### config.mk
export PLATFORM = sky130hd
export DESIGN_NAME = rc6_mode0_frame_decoder_top
export DESIGN_NICKNAME = d
export VERILOG_FILES = /design/src/design/rc6d_pkg.sv /design/src/design/rc6_mode0_frame_decoder_top.sv /design/src/design/rc6d_cfg_regs.sv /design/src/design/rc6d_tol_chk.sv /design/src/design/rc6d_symbol_dec.sv
export SDC_FILE = /design/constraint.sdc
export NUM_CORES = 1
export LEC_CHECK = 0
export BUFFER_PORTS_ARGS = -buffer_cell sky130_fd_sc_hd__clkbuf_2
export CAP_MARGIN = 10
export CORE_MARGIN = 2
export CORE_UTILIZATION = 27
export DETAILED_ROUTE_END_ITERATION = 8
export PLACE_DENSITY = 0.54
export SLEW_MARGIN = 20
export SYNTH_ARGS = -nofsm -noshare
export SYNTH_HDL_FRONTEND = slang
export SYNTH_SLANG_ARGS = --single-unit
### constraint.sdc
create_clock -name clk_i -period 9.5 [get_ports clk_i]
set_input_delay 0.95 -clock clk_i [delete_from_list [all_inputs] [get_ports clk_i]]
set_output_delay 0.95 -clock clk_i [all_outputs]
set_load 0.05 [all_outputs]
### src/design/rc6d_pkg.sv
package rc6d_pkg;

  // Fixed field widths
  localparam int unsigned UNIT_W     = 14;
  localparam int unsigned HDR_W      = 15;
  localparam int unsigned PCT_W      = 7;
  localparam int unsigned EXP_W      = 15;  // expected duration, covers 2 * unit
  localparam int unsigned CFG_IDX_W  = 3;
  localparam int unsigned CFG_DATA_W = 15;
  localparam int unsigned ADDR_BITS  = 8;
  localparam int unsigned CMD_BITS   = 8;
  localparam int unsigned MODE_BITS  = 3;
  localparam int unsigned WORD_W     = MODE_BITS + 1 + ADDR_BITS + CMD_BITS;
  localparam int unsigned POS_W      = 5;
  localparam int unsigned STATUS_W   = 2;

  // Frame positions
  localparam logic [POS_W-1:0] POS_LEADER  = POS_W'(0);
  localparam logic [POS_W-1:0] POS_START   = POS_W'(1);
  localparam logic [POS_W-1:0] POS_TOGGLE  = POS_W'(5);
  localparam logic [POS_W-1:0] POS_END     = POS_W'(6 + ADDR_BITS + CMD_BITS);
  localparam logic [POS_W-1:0] MIN_SYMBOLS = POS_W'(20);

  // Register indexes
  localparam logic [CFG_IDX_W-1:0] REG_UNIT       = CFG_IDX_W'(0);
  localparam logic [CFG_IDX_W-1:0] REG_HDR_MARK   = CFG_IDX_W'(1);
  localparam logic [CFG_IDX_W-1:0] REG_HDR_SPACE  = CFG_IDX_W'(2);
  localparam logic [CFG_IDX_W-1:0] REG_BIT_TOL    = CFG_IDX_W'(3);
  localparam logic [CFG_IDX_W-1:0] REG_HDR_TOL    = CFG_IDX_W'(4);

  // Register reset values
  localparam logic [UNIT_W-1:0] UNIT_RST       = UNIT_W'(444);
  localparam logic [HDR_W-1:0]  HDR_MARK_RST   = HDR_W'(2666);
  localparam logic [HDR_W-1:0]  HDR_SPACE_RST  = HDR_W'(889);
  localparam logic [PCT_W-1:0]  BIT_TOL_RST    = PCT_W'(30);
  localparam logic [PCT_W-1:0]  HDR_TOL_RST    = PCT_W'(25);

  // Result status codes
  localparam logic [STATUS_W-1:0] STATUS_OK    = STATUS_W'(0);
  localparam logic [STATUS_W-1:0] STATUS_FAIL  = STATUS_W'(1);
  localparam logic [STATUS_W-1:0] STATUS_SHORT = STATUS_W'(2);

  typedef struct packed {
    logic [UNIT_W-1:0] unit_dur;
    logic [HDR_W-1:0]  hdr_mark;
    logic [HDR_W-1:0]  hdr_space;
    logic [PCT_W-1:0]  bit_tol;
    logic [PCT_W-1:0]  hdr_tol;
  } cfg_t;

  typedef struct packed {
    logic [STATUS_W-1:0]  status;
    logic [MODE_BITS-1:0] mode_bits;
    logic                 toggle;
    logic [ADDR_BITS-1:0] address;
    logic [CMD_BITS-1:0]  command_code;
    logic [WORD_W-1:0]    data_word;
  } result_t;

endpackage

### src/design/rc6_mode0_frame_decoder_top.sv
// Channel   Direction  Handshake                  Payload
// in        sink       in_valid_i / in_stall_o    first_level_i, first_duration_i,
//                                                 second_level_i, second_duration_i,
//                                                 buffer_last_i
// out       source     out_valid_o / out_stall_i  status_o, mode_bits_o, toggle_o,
//                                                 address_o, command_code_o, data_word_o
// cfg       sink       cfg_valid_i / cfg_ready_o  cfg_index_i, cfg_data_i
//
// One item per cycle while the input is not stalled: an accepted item is decoded
// straight out of the input register, and its result (only for the buffer's last
// item) lands in the output register when the item advances.
// The leader and bit window checks are one pass of logic between the two registers.
// Reset clears the frame state and loads the default timing registers.
// A stalled output holds its result; items without a result keep flowing, and
// the input stalls only when a last item waits on a full, stalled output.
module rc6_mode0_frame_decoder_top import rc6d_pkg::*; #(
  parameter int unsigned DURATION_BITS = 15
) (
  input  logic                     clk_i,
  input  logic                     rst_ni,

  input  logic                     in_valid_i,
  output logic                     in_stall_o,
  input  logic                     first_level_i,
  input  logic [DURATION_BITS-1:0] first_duration_i,
  input  logic                     second_level_i,
  input  logic [DURATION_BITS-1:0] second_duration_i,
  input  logic                     buffer_last_i,

  output logic                     out_valid_o,
  input  logic                     out_stall_i,
  output logic [STATUS_W-1:0]      status_o,
  output logic [MODE_BITS-1:0]     mode_bits_o,
  output logic                     toggle_o,
  output logic [ADDR_BITS-1:0]     address_o,
  output logic [CMD_BITS-1:0]      command_code_o,
  output logic [WORD_W-1:0]        data_word_o,

  input  logic                     cfg_valid_i,
  output logic                     cfg_ready_o,
  input  logic [CFG_IDX_W-1:0]     cfg_index_i,
  input  logic [CFG_DATA_W-1:0]    cfg_data_i
);

  cfg_t cfg;

  // Input register
  logic                     s1_valid_q, s1_valid_d;
  logic                     s1_l0_q, s1_l1_q, s1_last_q;
  logic [DURATION_BITS-1:0] s1_d0_q, s1_d1_q;

  // Output register
  logic    out_valid_q, out_valid_d;
  result_t out_q;
  result_t result;

  logic in_accept, s1_adv, out_free, out_load;

  // Registers are always writable; the user must write them only while the block is idle (not enforced here).
  assign cfg_ready_o = 1'b1;

  rc6d_cfg_regs u_cfg (
    .clk_i       (clk_i),
    .rst_ni      (rst_ni),
    .cfg_valid_i (cfg_valid_i),
    .cfg_index_i (cfg_index_i),
    .cfg_data_i  (cfg_data_i),
    .cfg_o       (cfg)
  );

  // Advance the held item unless it carries a result and the output is blocked.
  assign out_free   = !out_valid_q || !out_stall_i;
  assign s1_adv     = s1_valid_q && (!s1_last_q || out_free);
  assign out_load   = s1_adv && s1_last_q;
  assign in_stall_o = s1_valid_q && !s1_adv;
  assign in_accept  = in_valid_i && !in_stall_o;

  rc6d_symbol_dec #(.DURATION_BITS(DURATION_BITS)) u_dec (
    .clk_i             (clk_i),
    .rst_ni            (rst_ni),
    .cfg_i             (cfg),
    .fire_i            (s1_adv),
    .first_level_i     (s1_l0_q),
    .first_duration_i  (s1_d0_q),
    .second_level_i    (s1_l1_q),
    .second_duration_i (s1_d1_q),
    .buffer_last_i     (s1_last_q),
    .result_o          (result)
  );

  always_comb begin
    if (in_accept) begin
      s1_valid_d = 1'b1;
    end else if (s1_adv) begin
      s1_valid_d = 1'b0;
    end else begin
      s1_valid_d = s1_valid_q;
    end

    if (out_load) begin
      out_valid_d = 1'b1;
    end else if (!out_stall_i) begin
      out_valid_d = 1'b0;
    end else begin
      out_valid_d = out_valid_q;
    end
  end

  always_ff @(posedge clk_i or negedge rst_ni) begin
    if (!rst_ni) begin
      s1_valid_q  <= 1'b0;
      out_valid_q <= 1'b0;
    end else begin
      s1_valid_q  <= s1_valid_d;
      out_valid_q <= out_valid_d;
    end
  end

  // Payload registers
  always_ff @(posedge clk_i) begin
    if (in_accept) begin
      s1_l0_q   <= first_level_i;
      s1_d0_q   <= first_duration_i;
      s1_l1_q   <= second_level_i;
      s1_d1_q   <= second_duration_i;
      s1_last_q <= buffer_last_i;
    end
    if (out_load) begin
      out_q <= result;
    end
  end

  assign out_valid_o    = out_valid_q;
  assign status_o       = out_q.status;
  assign mode_bits_o    = out_q.mode_bits;
  assign toggle_o       = out_q.toggle;
  assign address_o      = out_q.address;
  assign command_code_o = out_q.command_code;
  assign data_word_o    = out_q.data_word;

  a_bad_zero : assert property (@(posedge clk_i) disable iff (!rst_ni)
    out_valid_q && out_q.status != STATUS_OK |-> out_q.data_word == '0)
    else $error("non-ok result carries data");

  a_stall_cause : assert property (@(posedge clk_i) disable iff (!rst_ni)
    in_stall_o |-> s1_valid_q && s1_last_q && out_valid_q)
    else $error("input stalled without a blocked result");

  a_out_src : assert property (@(posedge clk_i) disable iff (!rst_ni)
    $rose(out_valid_q) |-> $past(s1_valid_q && s1_last_q))
    else $error("result without a last item");

endmodule

### src/design/rc6d_cfg_regs.sv
module rc6d_cfg_regs import rc6d_pkg::*; (
  input  logic                  clk_i,
  input  logic                  rst_ni,
  input  logic                  cfg_valid_i,
  input  logic [CFG_IDX_W-1:0]  cfg_index_i,
  input  logic [CFG_DATA_W-1:0] cfg_data_i,
  output cfg_t                  cfg_o
);

  cfg_t cfg_q;

  always_ff @(posedge clk_i or negedge rst_ni) begin
    if (!rst_ni) begin
      cfg_q.unit_dur  <= UNIT_RST;
      cfg_q.hdr_mark  <= HDR_MARK_RST;
      cfg_q.hdr_space <= HDR_SPACE_RST;
      cfg_q.bit_tol   <= BIT_TOL_RST;
      cfg_q.hdr_tol   <= HDR_TOL_RST;
    end else if (cfg_valid_i) begin
      case (cfg_index_i)
        REG_UNIT:      cfg_q.unit_dur  <= cfg_data_i[UNIT_W-1:0];
        REG_HDR_MARK:  cfg_q.hdr_mark  <= cfg_data_i[HDR_W-1:0];
        REG_HDR_SPACE: cfg_q.hdr_space <= cfg_data_i[HDR_W-1:0];
        REG_BIT_TOL:   cfg_q.bit_tol   <= cfg_data_i[PCT_W-1:0];
        REG_HDR_TOL:   cfg_q.hdr_tol   <= cfg_data_i[PCT_W-1:0];
        default: ;  // drop writes past the register list
      endcase
    end
  end

  assign cfg_o = cfg_q;

endmodule

### src/design/rc6d_tol_chk.sv
module rc6d_tol_chk import rc6d_pkg::*; #(
  parameter int unsigned DURATION_BITS = 15
) (
  input  logic [DURATION_BITS-1:0] dur_i,
  input  logic [EXP_W-1:0]         exp_i,
  input  logic [PCT_W-1:0]         pct_i,
  output logic                     match_o
);

  localparam int unsigned CW = (DURATION_BITS > EXP_W) ? DURATION_BITS : EXP_W;
  localparam int unsigned PW = CW + 7;

  logic [CW-1:0] dur_ext;
  logic [CW-1:0] exp_ext;
  logic [CW-1:0] diff;
  logic [PW-1:0] lhs;
  logic [PW-1:0] rhs;

  // |d - e| * 100 <= e * pct
  assign dur_ext = CW'(dur_i);
  assign exp_ext = CW'(exp_i);
  assign diff    = (dur_ext > exp_ext) ? (dur_ext - exp_ext) : (exp_ext - dur_ext);
  assign lhs     = PW'(diff) * PW'(100);
  assign rhs     = PW'(exp_i) * PW'(pct_i);
  assign match_o = (lhs <= rhs);

endmodule

### src/design/rc6d_symbol_dec.sv
module rc6d_symbol_dec import rc6d_pkg::*; #(
  parameter int unsigned DURATION_BITS = 15
) (
  input  logic                     clk_i,
  input  logic                     rst_ni,
  input  cfg_t                     cfg_i,
  input  logic                     fire_i,
  input  logic                     first_level_i,
  input  logic [DURATION_BITS-1:0] first_duration_i,
  input  logic                     second_level_i,
  input  logic [DURATION_BITS-1:0] second_duration_i,
  input  logic                     buffer_last_i,
  output result_t                  result_o
);

  logic [POS_W-1:0]  pos_q, pos_d, pos_upd;
  logic [POS_W-1:0]  cnt_q, cnt_d, cnt_upd;
  logic              failed_q, failed_d, failed_upd;
  logic [WORD_W-1:0] shift_q, shift_d, shift_upd;

  logic [EXP_W-1:0] exp0, exp1;
  logic [PCT_W-1:0] pct;
  logic             ok0, ok1;
  logic             active, fail_now;

  always_comb begin
    if (pos_q == POS_LEADER) begin
      exp0 = EXP_W'(cfg_i.hdr_mark);
      exp1 = EXP_W'(cfg_i.hdr_space);
      pct  = cfg_i.hdr_tol;
    end else if (pos_q == POS_TOGGLE) begin
      exp0 = {cfg_i.unit_dur, 1'b0};
      exp1 = {cfg_i.unit_dur, 1'b0};
      pct  = cfg_i.bit_tol;
    end else begin
      exp0 = EXP_W'(cfg_i.unit_dur);
      exp1 = EXP_W'(cfg_i.unit_dur);
      pct  = cfg_i.bit_tol;
    end
  end

  rc6d_tol_chk #(.DURATION_BITS(DURATION_BITS)) u_chk_first (
    .dur_i   (first_duration_i),
    .exp_i   (exp0),
    .pct_i   (pct),
    .match_o (ok0)
  );

  rc6d_tol_chk #(.DURATION_BITS(DURATION_BITS)) u_chk_second (
    .dur_i   (second_duration_i),
    .exp_i   (exp1),
    .pct_i   (pct),
    .match_o (ok1)
  );

  always_comb begin
    active = !failed_q && (pos_q < POS_END);
    if (pos_q == POS_LEADER) begin
      fail_now = !(first_level_i && !second_level_i && ok0 && ok1);
    end else begin
      fail_now = !(ok0 && ok1) || ((pos_q == POS_START) && !first_level_i);
    end

    cnt_upd    = (cnt_q < MIN_SYMBOLS) ? cnt_q + POS_W'(1) : cnt_q;
    failed_upd = failed_q || (active && fail_now);
    pos_upd    = (active && !fail_now) ? pos_q + POS_W'(1) : pos_q;
    shift_upd  = shift_q;
    if (active && !fail_now && (pos_q != POS_LEADER) && (pos_q != POS_START)) begin
      shift_upd = {shift_q[WORD_W-2:0], first_level_i};
    end

    // Result as seen after this symbol
    result_o = '0;
    if (cnt_upd < MIN_SYMBOLS) begin
      result_o.status = STATUS_SHORT;
    end else if (failed_upd || (pos_upd < POS_END)) begin
      result_o.status = STATUS_FAIL;
    end else begin
      result_o.status       = STATUS_OK;
      result_o.mode_bits    = shift_upd[WORD_W-1 -: MODE_BITS];
      result_o.toggle       = shift_upd[ADDR_BITS + CMD_BITS];
      result_o.address      = shift_upd[CMD_BITS +: ADDR_BITS];
      result_o.command_code = shift_upd[CMD_BITS-1:0];
      result_o.data_word    = shift_upd;
    end

    // Hold when idle, rearm after the buffer's last symbol
    if (!fire_i) begin
      pos_d = pos_q; cnt_d = cnt_q; failed_d = failed_q; shift_d = shift_q;
    end else if (buffer_last_i) begin
      pos_d = '0; cnt_d = '0; failed_d = 1'b0; shift_d = '0;
    end else begin
      pos_d = pos_upd; cnt_d = cnt_upd; failed_d = failed_upd; shift_d = shift_upd;
    end
  end

  always_ff @(posedge clk_i or negedge rst_ni) begin
    if (!rst_ni) begin
      pos_q    <= '0;
      cnt_q    <= '0;
      failed_q <= 1'b0;
      shift_q  <= '0;
    end else begin
      pos_q    <= pos_d;
      cnt_q    <= cnt_d;
      failed_q <= failed_d;
      shift_q  <= shift_d;
    end
  end

  a_pos_range : assert property (@(posedge clk_i) disable iff (!rst_ni)
    pos_q <= POS_END) else $error("position past frame end");

  a_cnt_sat : assert property (@(posedge clk_i) disable iff (!rst_ni)
    cnt_q <= MIN_SYMBOLS) else $error("symbol count not saturated");

  a_rearm : assert property (@(posedge clk_i) disable iff (!rst_ni)
    fire_i && buffer_last_i |=> pos_q == '0 && cnt_q == '0 && !failed_q)
    else $error("decoder not rearmed after last symbol");

  a_fail_sticky : assert property (@(posedge clk_i) disable iff (!rst_ni)
    failed_q && !(fire_i && buffer_last_i) |=> failed_q && $stable(pos_q))
    else $error("failed buffer advanced");

endmodule

==> results of run 1 <==
[registers in the layout, indices dropped and copies added, names as in the netlist, 5 cells and up]
| register | count |
|---|---|
| address_o | 7 |
| command_code_o | 7 |
| s1_d0_q | 15 |
| s1_d1_q | 15 |
| u_cfg.cfg_o | 58 |
| u_dec.cnt_q | 5 |
| u_dec.pos_q | 5 |
| u_dec.shift_q | 20 |
[layer usage]
metal / GRT usage (%) / up-vias
li1: - / 7677
met4: 4.35 / 0
met2: 25.4 / 313
met5: 0 / -
met3: 1.81 / 49
met1: 19.9 / 7848
[cells in the mapped netlist, types with 43 or more instances]
cell | n | area (µm²)
nor2b_1 | 43 | 269
o21ai_0 | 82 | 410
inv_1 | 266 | 998
dfrtp_1 | 65 | 1630
nor2_1 | 210 | 788
xor2_1 | 44 | 385
nand2_1 | 176 | 661
ha_1 | 277 | 3470
clkbuf_1 | 54 | 203
fa_1 | 152 | 3040
nand3_1 | 56 | 280
a21oi_1 | 96 | 480
edfxtp_1 | 55 | 1650
xnor2_1 | 51 | 447
mux2_2 | 64 | 721
a21o_1 | 54 | 405
[cells by family (layout without fill, tap and decap cells)]
group           count (synthesis)  count (layout)
mux                            92              92
buf+inv                       360             564
simple gates                  616             616
xor+xnor                       95              95
fa+ha+maj                     429             429
compound gates                397             397
flops                         146             146
other cells                     1               1
[how the worst max path moves through the flow]
stage	start	slack (ns)	cells after the start	endpoint
5_1_grt	u_dec.pos_q[4]	-0.02	36	command_code_o[2]
4_1_cts	u_dec.pos_q[1]	0.03	43	data_word_o[15]
2_1_floorplan	u_dec.pos_q[2]	0.06	44	address_o[0]
3_5_place_dp	u_dec.pos_q[1]	-0.13	42	data_word_o[15]
6_report	u_dec.pos_q[4]	0.48	35	mode_bits_o[1]
3_3_place_gp	u_dec.pos_q[0]	-0.06	43	address_o[5]
[through the flow]
step | TNS, ns | hold slack (ns) | cells | cell area [µm²] | worst slack (ns)
finish | 0 | 0.445 | 3290 | 22900 | 0.483
global route | -0.0538 | 0.466 | 3290 | 22900 | -0.0188
CTS | 0 | 0.444 | 3283 | 22500 | 0.0269
detailed placement | -3.51 | 0.497 | 3249 | 21800 | -0.127
global placement | -1.39 | 0.490 | 3249 | 21800 | -0.0602
floorplan | 0 | 0.481 | 2136 | 19300 | 0.0582
[layout make-up]
class | count | share of cell area (%)
Multi-Input combinational cell | 1630 | 62.6
Clock inverter | 14 | 0.606
Tap cell | 950 | 5.19
Sequential cell | 146 | 17.3
Inverter | 266 | 4.36
Timing Repair Buffer | 266 | 8.01
Clock buffer | 18 | 1.97
[worst max-delay path: cells and delay by family, from the launching register on]
kind                     cells  cell delay (ns)
flip-flops                   1             0.43
adder cells (fa/ha/maj)      6             2.40
multiplexers                 1             0.29
AO/OA/AOI/OAI               10             2.10
AND/OR/NAND/NOR             11             2.50
buffers and inverters        7             1.03
[repair_timing]
action	in CTS	in global routing
pin swaps	4	18
setup endpoints to repair	46	47
buffers inserted	2	7
hold buffers	0	0
gates resized for setup	11	99
[placed cells by master (no fill, tap or decap), drive strengths merged, types with 12 or more instances in the layout]
master,n
a21o,54
xnor2,51
nand4,16
nor2b,43
clkbuf,116
inv,273
and3,12
nand2,176
a21oi,96
xor2,44
dfrtp,65
a221o,21
nor2,210
edfxtp,55
o21a,25
nand2b,13
nand3,56
mux2i,27
o21ai,93
dfstp,26
buf,168
fa,152
mux2,65
ha,277
nor3,26
and4,22
and2,12
==> flow_summary.ini, run 1 <==
[clock_network]
clk_path_buf_depth = 2
cts_sinks = 146
worst_skew_pair.late_latency_ns = 0.45
cts_tree = yes
clkTransAtPathRegs_ns = 0.07
cts_buffers = 17
root_buffer = clkbuf_16
htreeDepth = 4

[detailed_routing]
vias = 15887
wl_um = 55600
vias_per_cell = 4.83
drtIter0Drc = 995
met3_wirelength_um = 1880
wl_per_cell_um = 16.9
routed.top_layer = met4
ant_nets = 0
route.detailed.drc = 0
drtPass1Iterations = 5
m1WireLength_um = 26000
wl_met2_um = 26400

[flow_run]
maxCapViolations = 0

[critical_path]
reg2reg_to = mode_bits_o[1]
arrival_ns = 9.21
critical_path.slowest_cell = fa_1
cpPeakStageDelay_ns = 0.57
cp_common_cell = fa_1
critical_path.max_fanout = 22
r2r_setup_slack_ns = 0.48
r2r_start = u_dec.pos_q[4]
reg2reg_depth = 35
end_kind = flip-flop
crit_required_ns = 9.69
crit_type = reg -> reg
startpoint_type = flip-flop

[yosys]
yosysWarnings = 0
avgSynthCellArea_um2 = 9.05
synth_compound_area_share_pct = 13.9
synth_cell_types = 72
synth_edf_count = 55
ys_seq_area_share_pct = 20.5
synth_mux_area_share_pct = 5.22
yosys.area_share.adder_pct = 33.7
synth-xor-area-share_pct = 4.31
syn_inst = 2136
synth_top_family_by_area = adder cells
synth_nets = 2621
synthSimpleGateAreaFrac_pct = 14.9
synth_area_mm2 = 0.0193
ys_ff_latch = 146
synthArstFlopShare_pct = 62.3
synth_ff_type = dfrtp_1

[place]
dp_hpwl_um = 45500
io_buffers = 99
place_congestion = 0.867

[sta]
worst_pin_slew_ns = 1.03
slew_viol_final = 0
final_hold_viol_count = 0
fin_crit_sh_pct = 94.9
setup_viol = 0
min_period_ns = 9.02
fin_worst_skew_ns = 0.0230
fmax_mhz = 111
slew_headroom_pct = 31.1

[floorplanning]
die_area_mm2 = 0.0737
core_area_mm2 = 0.0711
fp.dieH_um = 272
die_width_um = 272
row_count = 98
start_util_pct = 27.2
ios = 101

[grt]
grt_max_degree = 59
grt_pass1_wl_um = 88300
gr-total-overflow = 0
grt_usage_pct = 14.9
antenna_found_initial = 0
grt_pass1_vias = 16185

[layout]
nets = 2812
finish.utilization_pct = 32.2
n_fill_cell = 7459
syn_to_final_growth_pct = 18.6
multi_input_area_mm2 = 0.0143
n_antenna_cell = 0
regArea_mm2 = 0.00396
drive_gt1_share_pct = 21.0

[run_status]
status = finished clean

[hold_path]
hp-class = in -> async
Power of run 1 is left out: the tool's default activity adds up to more than one toggle a clock period on the data nets, which glitch-free logic cannot reach.
==> inputs of run 2 (changes only) <==
Settings changed: CELL_PAD_IN_SITES_DETAIL_PLACEMENT set to 1, CELL_PAD_IN_SITES_GLOBAL_PLACEMENT set to 1, PLACE_DENSITY 0.54 to 0.63.
==> flow_summary.ini, run 2 (synthesis results as in run 1) <==
[layout]
n_antenna_cell = 0
most-common-layout-cells = ha_1, inv_1, buf_4, nor2_1, nand2_1
syn_to_final_growth_pct = 21.9
layoutNonFillerInstCount = 3351
final_common_cell = ha_1
n_fill_cell = 8346
nets = 2873
drive_gt1_share_pct = 23.9
largest_register_ff_count = 58

[place]
placed_cells = 3304
dp_hpwl_um = 51800
io_buffers = 99
place_congestion = 0.859

[floorplanning]
die_width_um = 272
die_area_mm2 = 0.0737
start_util_pct = 27.2
core_area_mm2 = 0.0711
fp.dieH_um = 272
row_count = 98
ios = 101

[critical_path]
cpPeakStageDelay_ns = 0.51
reg2reg_to = address_o[5]
arrival_ns = 9.41
r2r_setup_slack_ns = 0.31
cp_common_cell = ha_1
crit_required_ns = 9.72
critical_path.slowest_cell = fa_1
reg2reg_depth = 44
startpoint_type = flip-flop
critical_path.max_fanout = 22
crit_type = reg -> reg
end_kind = flip-flop
r2r_start = u_dec.pos_q[1]

[sta]
min_period_ns = 9.19
slew_viol_final = 0
final_hold_viol_count = 0
fin_worst_skew_ns = 0.0131
fin_crit_sh_pct = 96.7
worst_pin_slew_ns = 0.974
slew_headroom_pct = 35.0
fin_tns_setup_ns = 0
fmax_mhz = 109
setup_viol = 0

[clock_network]
root_buffer = clkbuf_16
htreeDepth = 4
worst_skew_pair.late_latency_ns = 0.47
cts_sinks = 146
clk_path_buf_depth = 2
cts_tree = yes
cts_buffers = 17
clkTransAtPathRegs_ns = 0.07

[flow_run]
maxCapViolations = 0

[detailed_routing]
vias_per_cell = 4.89
wl_um = 63200
drtPass1Iterations = 5
ant_nets = 0
drtIter0Drc = 631
vias = 16377
route.detailed.drc = 0
wl_per_cell_um = 18.9

[hold_path]
hp-class = in -> async

[run_status]
status = finished clean

[grt]
grt_usage_pct = 17.2
grt_pass1_wl_um = 100000
gr-total-overflow = 0
grt_pass1_vias = 17990
antenna_found_initial = 0
grt_max_degree = 76
-- run 2: repair_timing --
item,4_1_cts,5_1_grt
pin swaps,5,16
cloned,1,1
hold buffers,0,0
endpoints found under the setup margin,46,47
gates resized for setup,21,123
setup buffers,3,10
-- run 2: how the worst max path moves through the flow --
stage | from | endpoint | slack [ns] | depth (start not counted)
final | u_dec.pos_q[1] | address_o[5] | 0.31 | 44
after CTS | u_dec.pos_q[0] | command_code_o[1] | 0.01 | 44
after global routing | u_dec.pos_q[1] | address_o[5] | -0.05 | 43
after floorplan | u_dec.pos_q[2] | address_o[0] | 0.06 | 44
after global placement | u_dec.pos_q[0] | command_code_o[2] | 0.06 | 42
after detailed placement | u_dec.pos_q[0] | command_code_o[1] | -0.29 | 42
-- run 2: through the flow --
stage / hold WS [ns] / instance area (µm²) / setup slack, ns / util (%)
2_1_floorplan: 0.481 / 19300 / 0.0582 / -
3_3_place_gp: 0.491 / 22300 / 0.0595 / 31.4
3_5_place_dp: 0.497 / 22300 / -0.286 / 31.4
6_report: 0.344 / 23600 / 0.312 / 33.1
5_1_grt: 0.335 / 23600 / -0.0522 / 33.1
4_1_cts: 0.314 / 23000 / 0.0121 / 32.3
-- run 2: per-layer routing --
layer  routed length [µm]  global-route usage (%)  up-vias
li1                     -                       -     7779
met1                29600                    22.7     8363
met2                31000                    29.8      183
met3                 1560                    2.21       52
met4                 1070                    3.98        0
met5                    0                       0        -
-- run 2: area by class of cell --
cell class / instances / area, µm² / share of cell area, %
multi-input cells: 1630 / 14500 / 61.4
repair buffers: 327 / 2370 / 10.0
clock buffers: 19 / 454 / 1.93
clock inverters: 13 / 114 / 0.483
flip-flops and latches: 146 / 3960 / 16.8
well taps: 950 / 1190 / 5.05
inverters: 266 / 1000 / 4.25
-- run 2: critical path: cells and delay by family, from the launching register on --
kind | cells | cell delay, ns
AOI/OAI and AO/OA | 11 | 2.20
xor gates and xnor gates | 2 | 0.28
adders and majority gates | 7 | 2.13
buffers and inverters | 9 | 1.21
DFF | 1 | 0.39
muxes | 2 | 0.30
and+or+nand+nor | 13 | 2.41
Power of run 2 is left out for the same reason.
